[config.mk]
export PLATFORM = sky130hd
export DESIGN_NAME = linear_interp_resampler
export DESIGN_NICKNAME = d
export VERILOG_FILES = /design/src/hw/rtl/lirs_pkg.sv /design/src/hw/rtl/linear_interp_resampler.sv /design/src/hw/rtl/lirs_cmd_fifo.sv /design/src/hw/rtl/lirs_front.sv /design/src/hw/rtl/lirs_back.sv
export SDC_FILE = /design/constraint.sdc
export NUM_CORES = 2
export LEC_CHECK = 0
export BUFFER_PORTS_ARGS = -buffer_cell sky130_fd_sc_hd__buf_4
export CORE_ASPECT_RATIO = 1.2
export CORE_MARGIN = 3
export CORE_UTILIZATION = 40
export DETAILED_ROUTE_END_ITERATION = 8
export SETUP_SLACK_MARGIN = 0.3
export SKIP_LAST_GASP = 1
export SYNTH_ARGS = -nofsm -noshare
export SYNTH_HDL_FRONTEND = slang
export SYNTH_SLANG_ARGS = --single-unit
export TNS_END_PERCENT = 10
[constraint.sdc]
create_clock -name aclk -period 8.05 [get_ports aclk]
set_clock_uncertainty 0.05 [all_clocks]
set_input_delay 0.4025 -clock aclk [delete_from_list [all_inputs] [get_ports aclk]]
set_output_delay 0.4025 -clock aclk [all_outputs]
set_load 0.01 [all_outputs]
[src/hw/rtl/lirs_pkg.sv]
// Shared types and constants of the linear interpolation resampler.
package lirs_pkg;

    // Results that one source word may cause at most.
    localparam int MAX_RESULTS = 34;
    localparam int CNT_BITS    = 6;
    localparam int CFG_IDX_BITS = 2;

    typedef enum logic [CFG_IDX_BITS-1:0] {
        REG_STEP    = 2'd0,
        REG_SRC_LEN = 2'd1,
        REG_TGT_LEN = 2'd2
    } lirs_reg_idx_t;

    typedef enum logic {
        FE_IDLE = 1'b0,
        FE_GEN  = 1'b1
    } lirs_fe_state_t;

    // Marks carried along with each output command.
    typedef struct packed {
        logic run_last;
        logic block_done;
    } lirs_tag_t;

endpackage

[src/hw/rtl/linear_interp_resampler.sv]
// Top level of the linear interpolation sample-rate converter.
//
//  channel  | direction | handshake               | contents
//  ---------+-----------+-------------------------+---------------------------------
//  s_       | in        | s_tvalid / s_tready     | source sample word
//  m_       | out       | m_tvalid / m_tready     | output sample, run and block marks
//  cfg_     | in        | cfg_valid / cfg_ready   | register index and write data
//
//  A source word is taken in the idle state, then the sequencer issues one output
//  command per cycle while the queue is not full, up to the cap of 34 results
//  per word. Commands pass a 4-deep queue into a 5-stage multiply pipeline,
//  and results leave it at one a cycle while the output words are taken.
//  Reset is synchronous and active low; no clearing pass is needed.
//  A full queue halts the sequencer; an untaken output word freezes the pipe.
module linear_interp_resampler
    import lirs_pkg::*;
#(
    parameter int SAMPLE_BITS = 24,
    parameter int FRAC_BITS   = 16,
    parameter int LENGTH_BITS = 16,
    localparam int TDW        = ((SAMPLE_BITS + 7) / 8) * 8,
    localparam int CFG_BITS   = (FRAC_BITS + 5 > LENGTH_BITS) ? FRAC_BITS + 5 : LENGTH_BITS
) (
    input  logic                    aclk,
    input  logic                    aresetn,
    // source stream
    input  logic                    s_tvalid,
    output logic                    s_tready,
    input  logic [TDW-1:0]          s_tdata,   // sample_in
    // result stream
    output logic                    m_tvalid,
    input  logic                    m_tready,
    output logic [TDW-1:0]          m_tdata,   // sample_out
    output logic                    m_tlast,   // run_last
    output logic                    m_tuser,   // block_done
    // register writes: 0 step, 1 source_length, 2 target_length
    input  logic                    cfg_valid,
    output logic                    cfg_ready,
    input  logic [CFG_IDX_BITS-1:0] cfg_index,
    input  logic [CFG_BITS-1:0]     cfg_data
);

    localparam int TAGW     = $bits(lirs_tag_t);
    localparam int QW       = TAGW + FRAC_BITS + 2 * SAMPLE_BITS;
    localparam int QDEPTH   = 4;

    logic                   push, pop, full, empty;
    logic [SAMPLE_BITS-1:0] f_left, f_right, b_left, b_right;
    logic [FRAC_BITS-1:0]   f_frac, b_frac;
    lirs_tag_t              f_tag, b_tag, o_tag;
    logic [FRAC_BITS+4:0]   step;
    logic [QW-1:0]          q_in, q_out;
    logic [SAMPLE_BITS-1:0] o_sample;

    lirs_front #(
        .SAMPLE_BITS(SAMPLE_BITS),
        .FRAC_BITS  (FRAC_BITS),
        .LENGTH_BITS(LENGTH_BITS),
        .CFG_BITS   (CFG_BITS)
    ) u_front (
        .aclk     (aclk),
        .aresetn  (aresetn),
        .cfg_valid(cfg_valid),
        .cfg_ready(cfg_ready),
        .cfg_index(cfg_index),
        .cfg_data (cfg_data),
        .s_tvalid (s_tvalid),
        .s_tready (s_tready),
        .s_sample (s_tdata[SAMPLE_BITS-1:0]),
        .cmd_push (push),
        .cmd_left (f_left),
        .cmd_right(f_right),
        .cmd_frac (f_frac),
        .cmd_tag  (f_tag),
        .cmd_full (full),
        .step_out (step)
    );

    assign q_in = {f_tag, f_frac, f_right, f_left};

    lirs_cmd_fifo #(
        .WIDTH(QW),
        .DEPTH(QDEPTH)
    ) u_queue (
        .aclk     (aclk),
        .aresetn  (aresetn),
        .push     (push),
        .push_data(q_in),
        .full     (full),
        .pop      (pop),
        .pop_data (q_out),
        .empty    (empty)
    );

    assign {b_tag, b_frac, b_right, b_left} = q_out;

    lirs_back #(
        .SAMPLE_BITS(SAMPLE_BITS),
        .FRAC_BITS  (FRAC_BITS)
    ) u_back (
        .aclk      (aclk),
        .aresetn   (aresetn),
        .cmd_empty (empty),
        .cmd_pop   (pop),
        .cmd_left  (b_left),
        .cmd_right (b_right),
        .cmd_frac  (b_frac),
        .cmd_tag   (b_tag),
        .step      (step),
        .out_valid (m_tvalid),
        .out_ready (m_tready),
        .out_sample(o_sample),
        .out_tag   (o_tag)
    );

    assign m_tdata = TDW'(o_sample);
    assign m_tlast = o_tag.run_last;
    assign m_tuser = o_tag.block_done;

endmodule

[src/hw/rtl/lirs_cmd_fifo.sv]
// Short command queue between the sequencer and the arithmetic pipeline.
module lirs_cmd_fifo
    import lirs_pkg::*;
#(
    parameter int WIDTH = 58,
    parameter int DEPTH = 4
) (
    input  logic             aclk,
    input  logic             aresetn,
    input  logic             push,
    input  logic [WIDTH-1:0] push_data,
    output logic             full,
    input  logic             pop,
    output logic [WIDTH-1:0] pop_data,
    output logic             empty
);

    localparam int AW = $clog2(DEPTH);
    localparam int CW = $clog2(DEPTH + 1);

    logic [WIDTH-1:0] mem [DEPTH];
    logic [AW-1:0]    wr_ptr_reg, wr_ptr_next;
    logic [AW-1:0]    rd_ptr_reg, rd_ptr_next;
    logic [CW-1:0]    count_reg, count_next;
    logic             do_push, do_pop;

    assign full     = (count_reg == CW'(DEPTH));
    assign empty    = (count_reg == '0);
    assign do_push  = push && !full;
    assign do_pop   = pop && !empty;
    assign pop_data = mem[rd_ptr_reg];

    always_comb begin
        wr_ptr_next = wr_ptr_reg;
        rd_ptr_next = rd_ptr_reg;
        count_next  = count_reg;
        if (do_push) begin
            wr_ptr_next = (wr_ptr_reg == AW'(DEPTH - 1)) ? '0 : wr_ptr_reg + 1'b1;
        end
        if (do_pop) begin
            rd_ptr_next = (rd_ptr_reg == AW'(DEPTH - 1)) ? '0 : rd_ptr_reg + 1'b1;
        end
        case ({do_push, do_pop})
            2'b10:   count_next = count_reg + 1'b1;
            2'b01:   count_next = count_reg - 1'b1;
            default: count_next = count_reg;
        endcase
    end

    always_ff @(posedge aclk) begin
        if (do_push) begin
            mem[wr_ptr_reg] <= push_data;
        end
    end

    always_ff @(posedge aclk) begin
        if (!aresetn) begin
            wr_ptr_reg <= '0;
            rd_ptr_reg <= '0;
            count_reg  <= '0;
        end else begin
            wr_ptr_reg <= wr_ptr_next;
            rd_ptr_reg <= rd_ptr_next;
            count_reg  <= count_next;
        end
    end

    assert property (@(posedge aclk) disable iff (!aresetn)
        count_reg <= CW'(DEPTH))
        else $error("command queue count beyond depth");

endmodule

[src/hw/rtl/lirs_front.sv]
// Sequencer: configuration registers, read position tracking, command issue.
module lirs_front
    import lirs_pkg::*;
#(
    parameter int SAMPLE_BITS = 24,
    parameter int FRAC_BITS   = 16,
    parameter int LENGTH_BITS = 16,
    parameter int CFG_BITS    = 21
) (
    input  logic                    aclk,
    input  logic                    aresetn,
    // config write channel
    input  logic                    cfg_valid,
    output logic                    cfg_ready,
    input  logic [CFG_IDX_BITS-1:0] cfg_index,
    input  logic [CFG_BITS-1:0]     cfg_data,
    // source words
    input  logic                    s_tvalid,
    output logic                    s_tready,
    input  logic [SAMPLE_BITS-1:0]  s_sample,
    // commands toward the queue
    output logic                    cmd_push,
    output logic [SAMPLE_BITS-1:0]  cmd_left,
    output logic [SAMPLE_BITS-1:0]  cmd_right,
    output logic [FRAC_BITS-1:0]    cmd_frac,
    output lirs_tag_t               cmd_tag,
    input  logic                    cmd_full,
    output logic [FRAC_BITS+4:0]    step_out
);

    localparam int SW = FRAC_BITS + 5;
    localparam int PW = LENGTH_BITS + FRAC_BITS;

    lirs_fe_state_t state_reg, state_next;

    logic [SW-1:0]          step_reg;
    logic [LENGTH_BITS-1:0] src_len_reg, tgt_len_reg;

    logic [SAMPLE_BITS-1:0] prev_reg, prev_next;
    logic [SAMPLE_BITS-1:0] cur_reg, cur_next;
    logic [LENGTH_BITS-1:0] count_reg, count_next;
    logic [PW-1:0]          pos_reg, pos_next;
    logic [LENGTH_BITS-1:0] em_reg, em_next;
    logic [CNT_BITS-1:0]    k_reg, k_next;
    logic                   last_reg, last_next;

    logic [PW:0]            pos_sum;
    logic [PW-1:0]          pos_sat, pos_after;
    logic [LENGTH_BITS-1:0] idx, idx_after, em_after;
    logic [CNT_BITS-1:0]    k_after;
    logic                   idx_lt, idx_eq, idx_after_lt;
    logic                   cond_now, cond_next, finish;

    // position bookkeeping
    assign idx      = pos_reg[PW-1:FRAC_BITS];
    assign idx_lt   = idx < count_reg;
    assign idx_eq   = idx == count_reg;
    assign pos_sum  = {1'b0, pos_reg} + (PW + 1)'(step_reg);
    assign pos_sat  = pos_sum[PW] ? '1 : pos_sum[PW-1:0];
    // past the block end the position holds still
    assign pos_after    = (idx_lt || idx_eq) ? pos_sat : pos_reg;
    assign idx_after    = pos_after[PW-1:FRAC_BITS];
    assign idx_after_lt = idx_after < count_reg;
    assign em_after     = em_reg + 1'b1;
    assign k_after      = k_reg + 1'b1;

    assign cond_now  = (k_reg < CNT_BITS'(MAX_RESULTS)) && (em_reg < tgt_len_reg)
                       && (idx_lt || last_reg);
    assign cond_next = (k_after < CNT_BITS'(MAX_RESULTS)) && (em_after < tgt_len_reg)
                       && (idx_after_lt || last_reg);

    // command payload; beyond the block both neighbors are zero
    assign cmd_left  = idx_lt ? prev_reg : (idx_eq ? cur_reg : '0);
    assign cmd_right = idx_lt ? cur_reg : '0;
    assign cmd_frac  = pos_reg[FRAC_BITS-1:0];
    assign cmd_tag.run_last   = !cond_next;
    assign cmd_tag.block_done = (em_after >= tgt_len_reg) || (last_reg && !cond_next);

    assign cfg_ready = 1'b1;
    assign step_out  = step_reg;

    always_comb begin
        state_next = state_reg;
        unique case (state_reg)
            FE_IDLE: if (s_tvalid) state_next = FE_GEN;
            FE_GEN:  if (finish) state_next = FE_IDLE;
            default: state_next = FE_IDLE;
        endcase
    end

    always_comb begin
        s_tready   = 1'b0;
        cmd_push   = 1'b0;
        finish     = 1'b0;
        prev_next  = prev_reg;
        cur_next   = cur_reg;
        count_next = count_reg;
        pos_next   = pos_reg;
        em_next    = em_reg;
        k_next     = k_reg;
        last_next  = last_reg;
        unique case (state_reg)
            FE_IDLE: begin
                s_tready = 1'b1;
                if (s_tvalid) begin
                    cur_next  = s_sample;
                    last_next = ({1'b0, count_reg} + 1'b1) >= {1'b0, src_len_reg};
                    k_next    = '0;
                end
            end
            FE_GEN: begin
                if (!cond_now) begin
                    finish = 1'b1;
                end else if (!cmd_full) begin
                    cmd_push = 1'b1;
                    pos_next = pos_after;
                    em_next  = em_after;
                    k_next   = k_after;
                    finish   = !cond_next;
                end
                if (finish) begin
                    if (last_reg) begin
                        prev_next  = '0;
                        count_next = '0;
                        pos_next   = '0;
                        em_next    = '0;
                    end else begin
                        prev_next  = cur_reg;
                        count_next = count_reg + 1'b1;
                    end
                end
            end
            default: ;
        endcase
    end

    always_ff @(posedge aclk) begin
        if (!aresetn) begin
            step_reg    <= {{4{1'b0}}, 1'b1, {FRAC_BITS{1'b0}}};
            src_len_reg <= {{(LENGTH_BITS-1){1'b0}}, 1'b1};
            tgt_len_reg <= {{(LENGTH_BITS-1){1'b0}}, 1'b1};
        end else if (cfg_valid) begin
            case (cfg_index)
                REG_STEP:    step_reg    <= cfg_data[SW-1:0];
                REG_SRC_LEN: src_len_reg <= cfg_data[LENGTH_BITS-1:0];
                REG_TGT_LEN: tgt_len_reg <= cfg_data[LENGTH_BITS-1:0];
                default: ;
            endcase
        end
    end

    always_ff @(posedge aclk) begin
        if (!aresetn) begin
            state_reg <= FE_IDLE;
            prev_reg  <= '0;
            count_reg <= '0;
            pos_reg   <= '0;
            em_reg    <= '0;
            k_reg     <= '0;
            last_reg  <= 1'b0;
        end else begin
            state_reg <= state_next;
            prev_reg  <= prev_next;
            count_reg <= count_next;
            pos_reg   <= pos_next;
            em_reg    <= em_next;
            k_reg     <= k_next;
            last_reg  <= last_next;
        end
    end

    always_ff @(posedge aclk) begin
        cur_reg <= cur_next;
    end

    assert property (@(posedge aclk) disable iff (!aresetn)
        k_reg <= CNT_BITS'(MAX_RESULTS))
        else $error("result count per word beyond limit");

    assert property (@(posedge aclk) disable iff (!aresetn)
        (cmd_push && cmd_tag.run_last) |=> (state_reg == FE_IDLE))
        else $error("sequencer kept running after the last result of a word");

    assert property (@(posedge aclk) disable iff (!aresetn)
        cmd_push |-> (!cmd_full && state_reg == FE_GEN))
        else $error("command issued into a full queue or outside generation");

endmodule

[src/hw/rtl/lirs_back.sv]
// Arithmetic pipeline: interpolate, round, scale by step, round, saturate.
module lirs_back
    import lirs_pkg::*;
#(
    parameter int SAMPLE_BITS = 24,
    parameter int FRAC_BITS   = 16
) (
    input  logic                   aclk,
    input  logic                   aresetn,
    input  logic                   cmd_empty,
    output logic                   cmd_pop,
    input  logic [SAMPLE_BITS-1:0] cmd_left,
    input  logic [SAMPLE_BITS-1:0] cmd_right,
    input  logic [FRAC_BITS-1:0]   cmd_frac,
    input  lirs_tag_t              cmd_tag,
    input  logic [FRAC_BITS+4:0]   step,
    output logic                   out_valid,
    input  logic                   out_ready,
    output logic [SAMPLE_BITS-1:0] out_sample,
    output lirs_tag_t              out_tag
);

    localparam int DW = SAMPLE_BITS + 1;
    localparam int AW = SAMPLE_BITS + FRAC_BITS + 2;
    localparam int MW = SAMPLE_BITS + FRAC_BITS + 7;
    localparam int QW = MW - FRAC_BITS;
    localparam logic [AW-1:0] HALF_A =
        {{(AW-FRAC_BITS){1'b0}}, 1'b1, {(FRAC_BITS-1){1'b0}}};
    localparam logic [MW-1:0] HALF_M =
        {{(MW-FRAC_BITS){1'b0}}, 1'b1, {(FRAC_BITS-1){1'b0}}};

    logic en;

    logic                   v1_reg, v2_reg, v3_reg, v4_reg, v5_reg;
    lirs_tag_t              tag1_reg, tag2_reg, tag3_reg, tag4_reg, tag5_reg;
    logic [SAMPLE_BITS-1:0] left1_reg, left2_reg;
    logic signed [DW-1:0]   diff1_reg;
    logic [FRAC_BITS-1:0]   frac1_reg;
    logic signed [AW-1:0]   prod2_reg;
    logic signed [DW-1:0]   r3_reg;
    logic signed [MW-1:0]   m4_reg;
    logic [SAMPLE_BITS-1:0] out5_reg;

    logic signed [DW-1:0]   diff;
    logic signed [AW-1:0]   acc;
    logic signed [MW-1:0]   rnd_m;
    logic signed [QW-1:0]   q;
    logic [SAMPLE_BITS-1:0] sat;
    logic                   fits;

    // whole pipe freezes while the output word waits
    assign en      = !v5_reg || out_ready;
    assign cmd_pop = en && !cmd_empty;

    assign diff = $signed({cmd_right[SAMPLE_BITS-1], cmd_right})
                - $signed({cmd_left[SAMPLE_BITS-1], cmd_left});

    // left*2^F + frac*(right-left) + half, then floor by 2^F
    assign acc = $signed({{2{left2_reg[SAMPLE_BITS-1]}}, left2_reg, {FRAC_BITS{1'b0}}})
               + prod2_reg + $signed(HALF_A);

    assign rnd_m = m4_reg + $signed(HALF_M);
    assign q     = rnd_m[MW-1:FRAC_BITS];
    assign fits  = (q[QW-1:SAMPLE_BITS-1] == '0) || (q[QW-1:SAMPLE_BITS-1] == '1);
    assign sat   = fits ? q[SAMPLE_BITS-1:0]
                 : (q[QW-1] ? {1'b1, {(SAMPLE_BITS-1){1'b0}}}
                            : {1'b0, {(SAMPLE_BITS-1){1'b1}}});

    always_ff @(posedge aclk) begin
        if (!aresetn) begin
            v1_reg <= 1'b0;
            v2_reg <= 1'b0;
            v3_reg <= 1'b0;
            v4_reg <= 1'b0;
            v5_reg <= 1'b0;
        end else if (en) begin
            v1_reg <= cmd_pop;
            v2_reg <= v1_reg;
            v3_reg <= v2_reg;
            v4_reg <= v3_reg;
            v5_reg <= v4_reg;
        end
    end

    always_ff @(posedge aclk) begin
        if (en) begin
            left1_reg <= cmd_left;
            diff1_reg <= diff;
            frac1_reg <= cmd_frac;
            tag1_reg  <= cmd_tag;

            left2_reg <= left1_reg;
            prod2_reg <= AW'(diff1_reg * $signed({1'b0, frac1_reg}));
            tag2_reg  <= tag1_reg;

            r3_reg    <= acc[FRAC_BITS+DW-1:FRAC_BITS];
            tag3_reg  <= tag2_reg;

            m4_reg    <= MW'(r3_reg * $signed({1'b0, step}));
            tag4_reg  <= tag3_reg;

            out5_reg  <= sat;
            tag5_reg  <= tag4_reg;
        end
    end

    assign out_valid  = v5_reg;
    assign out_sample = out5_reg;
    assign out_tag    = tag5_reg;

endmodule

Word level (Yosys, flattened, before mapping)
Memories as Yosys holds them, arrays and structs flattened. A register that Yosys moved wholly into a read port is not among the register bits. Cells that the tools add are included. Widths: inputs -> output; s select.

Add/sub/neg operators: 13. $mul: 2. $lt $le $gt $ge: 8. Equal/unequal tests: 12. Muxes and demuxes: 39. Bitwise logic cells: 1. Reductions and logical operators: 28.

Operators with widths (number): $mux 32 (6); $mux 24 (6); $mux 16 (5); $lt 16x16->1 (4); $add 47x17->47 const B (1); $mul 25x22->47 (1); $add 40x41->41 (1); $add 41x17->41 const B (1); $mul 25x17->41 (1); $add 32x21->33 (1); $add 16x1->16 const B (2); $sub 24x24->25 (1); $mux 6 (3); $add 16x1->17 const B (1); $ge 17x16->1 (1); $eq 16x16->1 (1); $ge 16x16->1 (1); $lt 6x6->1 const B (2); $mux 1 (12); $pmux 6 s2 (1); $reduce_and 2->1 (5); $eq 2x2->1 const B (4); $eq 8x8->1 const B (1); $logic_and 1x1->1 (8); other kinds (18) (33).

Bits in registers: 421. Bits in writable memories: 264. Input port bits: 52. Output and inout bits: 29. Word-level logic and storage cells: 141. Memories: 1.

Memory list: u_queue.mem (depth 4, bits a word 66, read ports 1, clocked after Yosys merged registers in 1, write ports 1, line lirs_cmd_fifo.sv:21) `logic [WIDTH-1:0] mem [DEPTH];`.

Depth between registers and ports, before layout
Depth after elaboration: 13. Depth in mapped cells: 28. Mapped depth without buffers: 26.

Modules after synthesis
A second synthesis with hierarchy kept.

Cell total of the unflattened synthesis: 6012. Area total of the unflattened synthesis: 62805.2 um^2.

Modules (own cells, without submodules): lirs_back (times used 1, cells an instance 4162, area each 41307.1 um^2, sequential area each 6286.0 um^2); lirs_front (times used 1, cells an instance 1450, area each 11492.3 um^2, sequential area each 3703.6 um^2); lirs_cmd_fifo (times used 1, cells an instance 400, area each 10005.8 um^2, sequential area each 8107.8 um^2).

Worst setup path after synthesis
No wires, ideal clock.

Path type: register to register. From: register u_back.r3_reg[24]. To: register u_back.m4_reg[46], data pin. Library setup time: 0.260 ns. Arrival time: 6.715 ns. Required time: 7.740 ns. Path slack: 1.025 ns. Cell stages (with the launch flop): 25. Buffers on the path: 1. Period minus slack after synthesis: 7.025 ns. Path through: edfxtp_1 > clkbuf_1 > nand2_1 > fa_1 > inv_1 > fa_1 > inv_1 > fa_1 > inv_1 > fa_1 > fa_1 > fa_1 > fa_1 > ha_1 > a21o_1 > a21o_1 > a21oi_1 > o21ai_0 > and2_1 > o31ai_1 > o22ai_1 > o21a_1 > o21a_1 > nor2_1 > xnor2_1.

Longest elaborated chain between the ends: 1.

RTL lines: start: declaration (line lirs_back.sv:40) `logic signed [DW-1:0] r3_reg;`; start signal: assignment (line lirs_back.sv:96) `r3_reg <= acc[FRAC_BITS+DW-1:FRAC_BITS];`; $mul 25x22->47 (line lirs_back.sv:99) `m4_reg <= MW'(r3_reg * $signed({1'b0, step}));`; end signal: assignment (line lirs_back.sv:99); end: declaration (line lirs_back.sv:41) `logic signed [MW-1:0] m4_reg;`.

Every way passes these cells. A chain may end at the register's enable or synchronous reset.

Final worst setup path
From: register u_front.step_reg[7], in the netlist u_front.step_out[7]. To: register u_back.m4_reg[40], data pin.

Longest elaborated chain between the ends: 1.

RTL lines: start: declaration (line lirs_front.sv:36) `logic [SW-1:0] step_reg;`; start signal: assignment (line lirs_front.sv:139) `step_reg <= {{4{1'b0}}, 1'b1, {FRAC_BITS{1'b0}}};`; start signal: assignment (line lirs_front.sv:144) `REG_STEP: step_reg <= cfg_data[SW-1:0];`; $mul 25x22->47 (line lirs_back.sv:99).

Every way passes these cells.

==> flow_summary.toml <==
[global_route]
antenna_found_initial = 2
grt_usage = 0.1949
first_global_vias = 43650
grt_max_degree = 137
grt_pass1_wl_um = 243200
grt-ovfl-total = 0

[route]
wl_per_cell_um = 18.73
dr.pass1.iters = 5
viasPerCell = 5.048
vias = 41030
drc = 0
first_iter_violations = 2387
routed_wl_um = 152200
drtAntennaViolNets = 0

[worst_setup_path]
rrSetupSlack_ns = 0.63
crit_arrival_ns = 7.76
cp_max_fo = 13
slowest_stage = "dfxtp_1"
critPathLaunch = "u_front.step_out[7]$_SDFFE_PN0P_"
rr_worst_depth = 23
cp_slowest_stage_delay_ns = 0.79
r2r-start = "u_front.step_out[7]$_SDFFE_PN0P_"
r2r-end = "u_back.m4_reg[40]$_DFFE_PN_"
crit_chain = "nand2_1 -> fa_1 -> inv_1 -> fa_1 -> inv_1 -> fa_1 -> inv_1 -> fa_1 -> fa_1 -> fa_1 -> fa_1 -> ha_1 -> a211o_1 -> a21oi_2 -> o21ai_0 -> a32oi_1 -> a21oi_1 -> or3_1 -> and3_1 -> o21ai_0 -> nand2b_1 -> a21oi_1 -> xnor2_1"
cp_common_cell = "fa_1"
critPathRequiredTime_ns = 8.39
cp-endpoint = "u_back.m4_reg[40]$_DFFE_PN_"
cp-end-kind = "flip-flop"
path_class = "flip-flop to flip-flop"
start_kind = "flip-flop"

[sta]
finalCriticalPeriod_ns = 7.423
final-hold-violation-count = 0
slew_headroom = 0.2703
worst_slew_pin_slew_ns = 1.095
setup_viol = 0
tns_ns = 0
max_freq_ghz = 0.1347
worst_slack_ns = 0.6268
drv_slew = 0
grt_setup_unrepaired = "true"
fin_crit_sh = 0.9221

[outcome]
status = "finished, final reports clean"

[place]
io_buffers = 79
place_ws_ns = 0.3951
routabilityCongestion = 0.8593
hpwlAfterDp_um = 117500

[synth]
synth_top_area_frac = 0.2973
synth.ff_latch_count = 657
synthFlopType = "edfxtp_1"
yosysMostFrequentCell = "inv_1"
yosys.area.top_type = "fa_1"
async_flop_share = 0
ys_types = 91
synth_nets = 7275
syn_inst = 5923
synth_area_leaders = "fa_1 (30%), edfxtp_1 (24%), ha_1 (7.6%), inv_1 (6.6%), dfxtp_1 (5.3%)"
synth_edf_count = 494
synth_common_cells = "inv_1 (1,085), fa_1 (922), nand2_1 (796)"
syn_avg_cell_area_um2 = 10.48
synth-seq-area-share = 0.2914
yosys_warnings = 0
netlist_area_um2 = 62090

[finish]
nets = 7358
register_area_um2 = 18110
multi_input_area_um2 = 38910
drive_gt1_frac = 0.07441
area_delta_synth_final_pct = 9.936
num-fill-cells = 14470
largest_reg_flops = 264

[floorplan]
die_height_um = 437.6
die_area_um2 = 160000
boundaryPins = 81
die_w_um = 365.7
row_count = 157
initial_core_util = 0.4047
coreArea_um2 = 153400

[worst_hold_path]
hold_class = "input port to flip-flop"

[clock_network]
cts_tree = "done"
cts.sink_count = 657
ctsHtreeMaxLevel = 3
clk_path_buf_depth = 3
cts_made_buffers = 67
insertion_delay_ns = 0.65
cts_root_buf = "clkbuf_16"
path_clk_slew_ns = 0.06

[run]
drv_cap = 0
==> cell usage in the layout (no fill, tap or decap), types with 7 or more instances in the layout <==
cell type / n
ha_1: 378
a21boi_0: 64
o21a_1: 46
clkbuf_1: 13
nor2_1: 160
fa_1: 922
and3_1: 34
o21ai_0: 140
a22o_1: 7
dfxtp_1: 157
nor3b_1: 30
nand2b_1: 22
clkinv_2: 11
bufinv_16: 11
nor4_1: 9
a211oi_1: 12
xor2_1: 51
inv_1: 1084
or3_1: 9
nand4_1: 26
xnor2_1: 130
nor2b_1: 73
a21oi_1: 174
nand3_1: 70
dlygate4sd3_1: 40
and2_1: 440
nand2_1: 796
mux4_2: 66
o21bai_1: 9
edfxtp_1: 494
o211ai_1: 17
buf_4: 225
clkbuf_16: 67
nor3_1: 43
a21o_1: 50
a31oi_1: 14
mux2_2: 10
==> worst max-delay path: cells and delay by family, from the launching register on <==
kind                       cells  cell delay, ns
and+or+nand+nor                4            0.90
buffers and inverters          3            0.25
AOI/OAI and AO/OA              7            1.56
xor gates and xnor gates       1            0.08
adders and majority gates      8            3.52
DFF                            1            0.79
==> routing by layer <==
layer  vias up  track usage  wire [µm]
li1      18920            -          -
met1     20970       0.2492      62880
met5         -            0          0
met3       263      0.02096       6037
met2       885       0.3415      77740
met4         0      0.06918       5572
==> logic make-up (layout without fill, tap and decap cells) <==
kind of cell	Yosys count	after routing	share of synthesized area
other	1	2	0.00006039
flip-flops	657	657	0.2914
AND/OR/NAND/NOR	1748	1748	0.1371
buffers and inverters	1342	1480	0.08243
AO/OA/AOI/OAI	612	612	0.06333
adder cells (fa/ha/maj)	1300	1300	0.3734
multiplexers	82	82	0.02672
XOR/XNOR	181	181	0.02553
==> per-stage QoR <==
stage,util,hold slack (ns),cells,cell area (µm²)
floorplan,-,0.3503,5923,62090
global placement,0.4257,0.3522,7949,65310
detailed placement,0.4257,0.3545,7949,65310
CTS,0.4439,0.004178,8113,68110
global route,0.4450,0.01679,8129,68260
finish,0.4450,0.04186,8129,68260
==> worst min path at each step <==
| stage | start | to | slack, ns | depth (start not counted) |
|---|---|---|---|---|
| floorplan | u_back.left1_reg[0]$_DFFE_PN_ | u_back.left2_reg[0]$_DFFE_PN_ | 0.35 | 0 |
| global placement | u_back.left1_reg[2]$_DFFE_PN_ | u_back.left2_reg[2]$_DFFE_PN_ | 0.35 | 0 |
| detailed placement | u_back.left1_reg[10]$_DFFE_PN_ | u_back.left2_reg[10]$_DFFE_PN_ | 0.35 | 0 |
| CTS | cfg_data[16] | u_front.step_out[16]$_SDFFE_PN1P_ | 0.004 | 3 |
| global route | cfg_data[16] | u_front.step_out[16]$_SDFFE_PN1P_ | 0.02 | 3 |
| finish | cfg_data[16] | u_front.step_out[16]$_SDFFE_PN1P_ | 0.04 | 3 |
==> timing repair <==
item                                    in CTS  in global routing
endpoints found under the hold margin       55                  0
endpoints found under the setup margin       0                  9
setup buffers                                0                 15
hold buffers                                40                  0
resized for setup                            0                  6
==> layout make-up <==
class                      count  share of cell area
multi-input combinational   3924              0.5700
sequential                   657              0.2653
inverter                    1086             0.05983
tap                         2067             0.03789
timing repair buffer         270             0.03195
clock buffer                  83             0.02588
clock inverter                41            0.009164
antenna                        1          0.00003666
Power is not shown: default switching activity piles up to over one toggle a cycle in this logic, so the estimate is an artifact.
